**src/rtl/mfmd_pkg.sv**
```systemverilog
// Shared types and constants for the multi-turn motor feedback decoder.
`default_nettype none

package mfmd_pkg;

    // Default encoder resolution, counts per mechanical turn.
    localparam int unsigned COUNTS_PER_TURN_DEF = 8192;

    // Configuration register map.
    localparam int unsigned CFG_INDEX_W = 1;
    localparam int unsigned CFG_DATA_W  = 32;

    typedef logic [CFG_INDEX_W-1:0] t_cfg_index;

    localparam t_cfg_index CFG_IDX_ANGLE_GAIN = 1'd0;
    localparam t_cfg_index CFG_IDX_SPEED_GAIN = 1'd1;

    localparam logic [31:0] ANGLE_GAIN_RESET = 32'd23592960;
    localparam logic [23:0] SPEED_GAIN_RESET = 24'd6863;

    // Saturation limits of the turn counter.
    localparam logic signed [15:0] TURN_MIN = 16'sh8000;
    localparam logic signed [15:0] TURN_MAX = 16'sh7fff;

    // One raw feedback frame.
    typedef struct packed {
        logic [7:0] pos_high;
        logic [7:0] pos_low;
        logic [7:0] rpm_high;
        logic [7:0] rpm_low;
        logic [7:0] torque_high;
        logic [7:0] torque_low;
        logic [7:0] temp_byte;
    } t_in_item;

    // One decoded result.
    typedef struct packed {
        logic        [15:0] single_turn_position;
        logic signed [15:0] turns;
        logic signed [31:0] total_count;
        logic signed [47:0] angle_q16;
        logic signed [39:0] speed_q16;
        logic signed [15:0] torque_value;
        logic        [7:0]  temperature;
    } t_out_item;

    // Position unwrap result handed from the unwrap unit to the gain stage.
    typedef struct packed {
        logic        [15:0] pos;
        logic signed [15:0] turns;
        logic signed [31:0] total;
    } t_unwrap_res;

    // Contents of the middle pipeline stage.
    typedef struct packed {
        t_unwrap_res        unwrap;
        logic signed [15:0] rpm;
        logic signed [15:0] torque;
        logic        [7:0]  temp;
    } t_stage_b;

endpackage

`default_nettype wire

```
**src/rtl/mfmd_unwrap.sv**
```systemverilog
// Turn counter with position unwrap and multi-turn count formation.
`default_nettype none

module mfmd_unwrap #(
    parameter int unsigned COUNTS_PER_TURN = mfmd_pkg::COUNTS_PER_TURN_DEF
) (
    input  wire logic                 i_clk,
    input  wire logic                 i_rst_n,
    input  wire logic                 i_adv,
    input  wire logic [15:0]          i_pos,
    output mfmd_pkg::t_unwrap_res     o_res
);

    import mfmd_pkg::*;

    localparam logic signed [17:0] HALF_TURN = 18'(COUNTS_PER_TURN / 2);
    localparam logic signed [17:0] CPT       = 18'(COUNTS_PER_TURN);

    logic        [15:0] r_last;
    logic signed [15:0] r_turns;
    logic               r_primed;

    logic signed [15:0] n_turns;
    logic signed [17:0] w_delta;
    logic signed [33:0] w_total;

    assign w_delta = $signed({2'b00, i_pos}) - $signed({2'b00, r_last});

    // A jump of more than half a turn means the position wrapped.
    always_comb begin
        n_turns = r_turns;
        if (!r_primed) begin
            n_turns = '0;
        end else if (w_delta > HALF_TURN) begin
            if (r_turns != TURN_MIN) begin
                n_turns = r_turns - 16'sd1;
            end
        end else if (w_delta < -HALF_TURN) begin
            if (r_turns != TURN_MAX) begin
                n_turns = r_turns + 16'sd1;
            end
        end
    end

    assign w_total = 34'(n_turns) * 34'(CPT) + $signed({18'd0, i_pos});

    assign o_res.pos   = i_pos;
    assign o_res.turns = n_turns;
    assign o_res.total = w_total[31:0];

    always_ff @(posedge i_clk) begin
        if (!i_rst_n) begin
            r_last   <= '0;
            r_turns  <= '0;
            r_primed <= 1'b0;
        end else if (i_adv) begin
            r_last   <= i_pos;
            r_turns  <= n_turns;
            r_primed <= 1'b1;
        end
    end

endmodule

`default_nettype wire

```
**src/rtl/motor_feedback_multiturn_decoder.sv**
```systemverilog
// Top level of the multi-turn motor feedback decoder.
// A frame is registered in stage A, then stage B, then the output register, before o_out_valid shows its result.
// Throughput: one frame per cycle while the output is not stalled; input, unwrap and gain stages then each advance.
// Reset (synchronous, active low) empties the pipeline, clears the turn state and
// the primed flag, and loads both gain registers with their default values.
`default_nettype none

module motor_feedback_multiturn_decoder #(
    parameter int unsigned COUNTS_PER_TURN = mfmd_pkg::COUNTS_PER_TURN_DEF
) (
    input  wire logic                               i_clk,
    input  wire logic                               i_rst_n,
    // Input channel: one raw feedback frame per transaction.
    input  wire logic                               i_in_valid,
    output logic                                    o_in_stall,
    input  wire mfmd_pkg::t_in_item                 i_in_data,
    // Output channel: one decoded result per transaction.
    output logic                                    o_out_valid,
    input  wire logic                               i_out_stall,
    output mfmd_pkg::t_out_item                     o_out_data,
    // Configuration write port.
    input  wire logic                               i_cfg_we,
    input  wire mfmd_pkg::t_cfg_index               i_cfg_index,
    input  wire logic [mfmd_pkg::CFG_DATA_W-1:0]    i_cfg_data
);

    import mfmd_pkg::*;

    // Gain registers. They must be written only while the pipeline is empty; the block does not enforce this.
    logic [31:0] r_angle_gain;
    logic [23:0] r_speed_gain;

    always_ff @(posedge i_clk) begin
        if (!i_rst_n) begin
            r_angle_gain <= ANGLE_GAIN_RESET;
            r_speed_gain <= SPEED_GAIN_RESET;
        end else if (i_cfg_we) begin
            case (i_cfg_index)
                CFG_IDX_ANGLE_GAIN: r_angle_gain <= i_cfg_data[31:0];
                CFG_IDX_SPEED_GAIN: r_speed_gain <= i_cfg_data[23:0];
                default: ;
            endcase
        end
    end

    // Pipeline occupancy. Each stage moves forward when the next stage is
    // empty or is itself moving, so a waiting result never blocks the input
    // until every stage is full.
    logic r_a_vld;
    logic r_b_vld;
    logic r_out_vld;

    logic w_out_free;
    logic w_b_adv;
    logic w_b_free;
    logic w_a_adv;
    logic w_a_free;
    logic w_in_take;

    assign w_out_free = !r_out_vld || !i_out_stall;
    assign w_b_adv    = r_b_vld && w_out_free;
    assign w_b_free   = !r_b_vld || w_b_adv;
    assign w_a_adv    = r_a_vld && w_b_free;
    assign w_a_free   = !r_a_vld || w_a_adv;
    assign w_in_take  = i_in_valid && w_a_free;

    assign o_in_stall  = !w_a_free;
    assign o_out_valid = r_out_vld;

    always_ff @(posedge i_clk) begin
        if (!i_rst_n) begin
            r_a_vld   <= 1'b0;
            r_b_vld   <= 1'b0;
            r_out_vld <= 1'b0;
        end else begin
            if (w_a_free) begin
                r_a_vld <= i_in_valid;
            end
            if (w_b_free) begin
                r_b_vld <= r_a_vld;
            end
            if (w_out_free) begin
                r_out_vld <= r_b_vld;
            end
        end
    end

    // Stage A: the raw frame as received.
    t_in_item r_a;

    always_ff @(posedge i_clk) begin
        if (w_in_take) begin
            r_a <= i_in_data;
        end
    end

    // Unwrap: the turn state advances exactly once per frame, when that frame
    // leaves stage A, so frames are unwrapped strictly in arrival order.
    t_unwrap_res w_unwrap;

    mfmd_unwrap #(
        .COUNTS_PER_TURN(COUNTS_PER_TURN)
    ) u_unwrap (
        .i_clk  (i_clk),
        .i_rst_n(i_rst_n),
        .i_adv  (w_a_adv),
        .i_pos  ({r_a.pos_high, r_a.pos_low}),
        .o_res  (w_unwrap)
    );

    // Stage B: unwrapped position plus the decoded speed, torque and
    // temperature fields.
    t_stage_b r_b;

    always_ff @(posedge i_clk) begin
        if (w_b_free) begin
            r_b.unwrap <= w_unwrap;
            r_b.rpm    <= $signed({r_a.rpm_high, r_a.rpm_low});
            r_b.torque <= $signed({r_a.torque_high, r_a.torque_low});
            r_b.temp   <= r_a.temp_byte;
        end
    end

    // Gain stage: two independent multiplies. The angle is the multi-turn
    // count times the Q32 gain, shifted right by 16 with floor rounding,
    // which leaves degrees in Q16. The speed is the signed rpm times the
    // Q16 gain, exact.
    logic signed [64:0] w_angle_prod;
    logic signed [40:0] w_speed_prod;

    assign w_angle_prod = 65'(r_b.unwrap.total) * $signed({33'd0, r_angle_gain});
    assign w_speed_prod = 41'(r_b.rpm) * $signed({17'd0, r_speed_gain});

    t_out_item r_out;

    always_ff @(posedge i_clk) begin
        if (w_out_free) begin
            r_out.single_turn_position <= r_b.unwrap.pos;
            r_out.turns                <= r_b.unwrap.turns;
            r_out.total_count          <= r_b.unwrap.total;
            r_out.angle_q16            <= w_angle_prod[63:16];
            r_out.speed_q16            <= w_speed_prod[39:0];
            r_out.torque_value         <= r_b.torque;
            r_out.temperature          <= r_b.temp;
        end
    end

    assign o_out_data = r_out;

endmodule

`default_nettype wire

```
**config.mk**
```make
export PLATFORM = sky130hd
export DESIGN_NAME = motor_feedback_multiturn_decoder
export DESIGN_NICKNAME = d
export VERILOG_FILES = /design/src/rtl/mfmd_pkg.sv /design/src/rtl/mfmd_unwrap.sv /design/src/rtl/motor_feedback_multiturn_decoder.sv
export SDC_FILE = /design/constraint.sdc
export NUM_CORES = 2
export LEC_CHECK = 0
export BUFFER_PORTS_ARGS = -buffer_cell sky130_fd_sc_hd__buf_2
export CAP_MARGIN = 20
export CORE_ASPECT_RATIO = 0.9
export CORE_UTILIZATION = 40
export DETAILED_ROUTE_END_ITERATION = 7
export SYNTH_ARGS = -nofsm -noshare
export SYNTH_HDL_FRONTEND = slang
export SYNTH_SLANG_ARGS = --single-unit
```
**constraint.sdc**
```tcl
create_clock -name i_clk -period 9.3 [get_ports i_clk]
set_input_delay 0.93 -clock i_clk [delete_from_list [all_inputs] [get_ports i_clk]]
set_output_delay 0.93 -clock i_clk [all_outputs]
set_load 0.03 [all_outputs]
```
* Yosys cells after proc, flatten, opt, wreduce, memory -nomap -nowiden *
Index checks and enable logic that the tools add are counted.

storage, ports and cells
  output and inout bits = 178
  word-level logic and storage cells = 57
  bits in registers = 424

operators by class
  add/sub/neg operators = 4
  muxes and demuxes = 5
  reduce and logical (&&, ||, !) cells = 13
  multipliers = 2
  order comparisons = 2
  equality and inequality tests = 2
  bitwise logic cells = 1

operators with widths
  operator                                                      number
  2-to-1 mux 16 bit                                             5
  multiplier 30 x 33 -> 63 bit                                  1
  multiplier 16 x 25 -> 40 bit                                  1
  inequality test 16 bit, second input constant                 2
  adder 29 x 17 -> 30 bit                                       1
  > comparator 18 x 14 -> 1 bit, second input constant          1
  less-than comparator 18 x 13 -> 1 bit, second input constant  1
  subtractor 16 x 16 -> 17 bit                                  1
  adder 16 x 2 -> 16 bit, second input constant                 1
  subtractor 16 x 2 -> 16 bit, second input constant            1
  zero test 1 bit                                               5
  AND reduction 2 bit                                           2
  logical AND 1 bit                                             3
  logical OR 1 bit                                              3
  inverter 1 bit                                                1

* Logic depth before layout (Yosys ltp) *
  depth after elaboration = 7
  depth in mapped cells = 32

* Hierarchy *
A second synthesis with hierarchy kept.

second synthesis, totals
  cell total of the unflattened synthesis = 6,243
  area total of the unflattened synthesis = 62,227.2 µm²

modules (own cells, without submodules)
  module                            sequential area each (µm²)  instances  area an instance (µm²)  cells each
  motor_feedback_multiturn_decoder  11,270.8                    1          58,387.2                5,764
  mfmd_unwrap                       660.6                       1          3,839.9                 479

* Worst setup path before layout *
OpenSTA, ideal clock, no wires.

  path type = register to register
  start = reg, netlist name r_b[91]
  end = reg r_out, in the netlist o_out_data[102], data pin
  clock period less this slack = 7,701 ps
  arrival = 7,436 ps
  setup slack = 1,599 ps
  path buffers = 1
  library setup time = 265 ps
  stages on the path, launching flop included = 29
  cell sequence = edfxtp_1 > clkbuf_1 > and2_1 > fa_1 > fa_1 > fa_1 > inv_1 > fa_1 > inv_1 > fa_1 > fa_1 > fa_1 > inv_1 > fa_1 > inv_1 > ha_1 > a21o_1 > a21oi_1 > o21ai_0 > a311oi_1 > o211ai_1 > o21ai_1 > o31ai_1 > nand4_1 > nand2_1 > a21oi_1 > or4_1 > o211ai_1 > xor2_1

RTL lines
  item       RTL line                                 text
  to (decl)  motor_feedback_multiturn_decoder.sv:134  t_out_item r_out;

* Worst setup path after layout *
  start = reg r_angle_gain[8]
  end = reg r_out, in the netlist o_out_data[110], data pin

on the way
  word-level cells in the longest chain between the ends = 1

ends and longest elaborated chain
  item                          RTL line                                 text
  from (decl)                   motor_feedback_multiturn_decoder.sv:30   logic [31:0] r_angle_gain;
  from (signal assigned)        motor_feedback_multiturn_decoder.sv:39   CFG_IDX_ANGLE_GAIN: r_angle_gain <= i_cfg_data[31:0];
  multiplier 30 x 33 -> 63 bit  motor_feedback_multiturn_decoder.sv:131  assign w_angle_prod = 65'(r_b.unwrap.total) * $signed({33'd0, r_angle_gain});
  via w_angle_prod[62]          motor_feedback_multiturn_decoder.sv:128  logic signed [64:0] w_angle_prod;

The timed path passes the listed nets, and every way through them passes these cells.
A chain may end at the register's enable or synchronous reset.

==> impl_results.md <==
- Status: finished, final reports clean
- Most Frequent Cell on Critical Path: fa_1
- EDFF count, synth: 305
- Final net count: 7,708
- Initial Util: 0.403
- Crit. End Element: flop
- DR iter-0 viols: 2,690
- CP max-delay cell: dfxtp_1
- Clk buf depth: 3
- Cell area after layout: about 63,000 µm²
- Capturing point of the worst reg2reg path: o_out_data[110]$_DFFE_PP_
- Top cell type's share of synthesized area: 0.396
- Cells after Synth: 5,866
- Via count: 39.7k
- WP data arrival: 9.16 ns
- Drt total wl: 155,000 µm
- Die footprint: roughly 150,000 µm²
- Global route overflow: 0
- Critical path type: flop to flop
- Gp weighted congestion: 0.926
- HPWL after DPL: 124,000 µm
- Hold endpoint: o_out_data[148]$_DFFE_PP_
- Clock root cell: clkbuf_16
- Max-capacitance violation count: 0
- Register bit count reported by yosys: 397
- RSZ-0062 raised after global routing: false
- Asr flop ratio synth: 0
- H-tree depth: 2
- Main combinational cell family by area after synthesis: adder cells
- Met1 GRT Util: 0.303
- Skew-Pair Late Insertion Delay: 0.67 ns
- I/O pin count: 272
- Clock slew at reported path FFs: ~0.06 ns
- HP Start: r_b[76]$_DFFE_PP_
- Hold Fails Final Rpt: 0
- Fillers: 13.9k
- Worst Tran Pin Value: 1.15 ns
- CP peak stage delay: 0.92 ns
- Critical path required time: 9.68 ns
- Simple-Gate Fraction of Synth Area: 0.157
- Clock Sinks: 397
- Sequential share of the synthesized area: 0.190
- Die Width: between 400 and 500 µm
- GRT met3 Usage: 0.0379
- Power Dens Cells: between 200 and 300 nW/µm²
- Final Skew: about 0.042 ns
- Final WS setup: between 0.5 and 0.6 ns
- Grt met2 use: 0.349
- Critical-path maximum fanout: 21
- Pins Over Slew Limit: 0
- Gr usage total: 0.218
- Die H: 363 µm
- Leakage: 31.1 nW
- Average footprint of a synthesized cell: 9.86 µm²
- Post-layout util: 0.440
- Adder-cell share of the synthesized area: 0.490
- Synthesized area: 57,900 µm²
- Gr busiest metal: met2
- Post-DP Area: 61,500 µm²
- Routed Antenna Nets: 0
- P&R area growth vs syn: 9.20%
- CTS buffer count: 49
- Max_slew headroom: 0.233
- Number of global-route vias before repair: 41.9k
- CTS tree: yes
- Row count: 132
- Synth unique cells: 77
- Via density per instance: about 5.0
- Area leader, netlist: fa_1
- Startpoint Class: flop
- First-pass GRT wire length: about 240,000 µm
- Most common flop cell mapped by yosys: edfxtp_1
- 1st-pass router iterations: 6
- Yosys warns: 0
- Worst ir drop on vdd: 0.000750 V
- R2R Path Start: r_angle_gain[8]$_SDFFE_PN0P_
- R2r setup slk: 0.51 ns
- WL per Instance: roughly 20 µm
- Post-layout min period: 8.79 ns
- Pin count of the biggest net entering global routing: 93
- Initial antenna violation count: 7
- Max Fclk: 0.114 GHz
- Reg2Reg Depth: 30
- Area contributors post-synth: fa_1 (40%), edfxtp_1 (16%), ha_1 (9.4%)
- Hold Crit Depth: 0
- Xor/xnor share of the synthesized area: 0.0166
- Port Buf Inserts: about 270
- Setup TNS: 0 ns
- Class of the worst hold path: flop to flop
- Tcrit/Tclk final: 0.945
- DRC viols: 0
- Pre-CTS setup slack: between 0.4 and 0.5 ns
- Layout cells sized above 1: 0.0855
- Synth Net Count: 7,541
- Core area: between 100,000 and 150,000 µm²
- Mux cell area share after synthesis: 0.00112
- Finish-stage setup viols: 0
- Setup repair bufs after CTS: 0
- Post-synthesis compound-gate area fraction: 0.0403
[final cells by class]
class	instances	area, µm²	area share
tap	1876	2350	0.0371
multi-input combinational	3882	40900	0.646
sequential	397	11000	0.174
antenna	2	5.00	0.0000792
clock buffer	63	1330	0.0210
clock inverter	26	325	0.00515
timing repair buffer	417	2500	0.0395
inverter	1286	4830	0.0764
[cells in the mapped netlist, types with 12 or more instances]
cell type  count
nand3_1       40
nor2b_1       40
ha_1         437
nand4_1       15
dfxtp_1       92
nand2b_1      52
buf_4         17
clkbuf_1     276
edfxtp_1     305
and2_1       654
a31oi_1       13
a21boi_0      72
o21a_1        19
o21ai_0       50
nand2_1      873
fa_1        1144
nor3_1        35
inv_1       1286
a21o_1        46
xnor2_1       78
xor2_1        32
nor2_1        82
a21oi_1       74
and3_1        12
[sequential cells by signal, summed over array words and instances (netlist names), 16 cells and up]
signal	count
o_out_data	160
r_a	56
r_angle_gain	32
r_b	89
r_speed_gain	24
u_unwrap.r_last	16
u_unwrap.r_turns	16
[logic make-up (layout without fill, tap and decap cells)]
logic type                 count (synthesis)  in the layout
other                                      0              2
AOI/OAI and AO/OA                        345            345
DFF                                      397            397
buffers and inverters                   1587           1792
and+or+nand+nor                         1840           1840
muxes                                      6              6
xor gates and xnor gates                 110            110
adders and majority gates               1581           1581
[how the worst max path moves through the flow]
stage               cells past startpoint  slack, ns                        end                     startpoint
global route                           30       0.15  o_out_data[110]$_DFFE_PP_   r_angle_gain[8]$_SDFFE_PN0P_
floorplan                              28       1.60  o_out_data[102]$_DFFE_PP_              r_b[91]$_DFFE_PP_
global placement                       26       0.58  o_out_data[102]$_DFFE_PP_              r_b[69]$_DFFE_PP_
detailed placement                     27       0.46  o_out_data[108]$_DFFE_PP_  r_angle_gain[15]$_SDFFE_PN0P_
CTS                                    27       0.40  o_out_data[108]$_DFFE_PP_  r_angle_gain[15]$_SDFFE_PN0P_
finish                                 30       0.51  o_out_data[110]$_DFFE_PP_   r_angle_gain[8]$_SDFFE_PN0P_
[where the power goes]
group / switching, mW / internal (mW)
Clock: 0.851 / 1.16
Combinational: 7.69 / 5.52
Sequential: 0.264 / 2.82
Total: 8.80 / 9.49
[repair_timing]
action | 4_1_cts | 5_1_grt
endpoints found under the setup margin | 0 | 4
hold buffers | 0 | 0
endpoints found under the hold margin | 0 | 0
resized for setup | 0 | 3
[worst max-delay path: cells and delay by family (launching register included)]
kind / cells / cell delay (ns)
fa+ha+maj: 9 / 3.87
xor+xnor: 1 / 0.14
compound gates: 8 / 1.64
simple gates: 5 / 1.00
flops: 1 / 0.92
buf+inv: 7 / 0.91
[cells in the final DEF, fill, tap and decap left out, types with 51 or more instances in the layout]
cell type,n
a21oi_1,74
and2_1,654
ha_1,437
nand2b_1,51
buf_4,142
fa_1,1144
nor2_1,82
xnor2_1,78
buf_2,271
dfxtp_1,90
edfxtp_1,305
nand2_1,872
a21boi_0,72
inv_1,1285
[metrics by stage]
step	instances	total power [mW]	hold slack (ns)
3_3_place_gp	7857	16.1	0.401
2_1_floorplan	5866	12.6	0.400
4_1_cts	7946	18.4	0.400
3_5_place_dp	7857	16.3	0.405
6_report	7949	18.3	0.398
5_1_grt	7948	20.2	0.412
[routing by layer]
metal | routed length [µm] | vias up
li1 | - | 17822
met1 | 67300 | 20465
met5 | 38 | -
met3 | 11100 | 205
met4 | 4910 | 6
met2 | 71900 | 1244
Note: power is estimated with default switching activity, not from simulation.
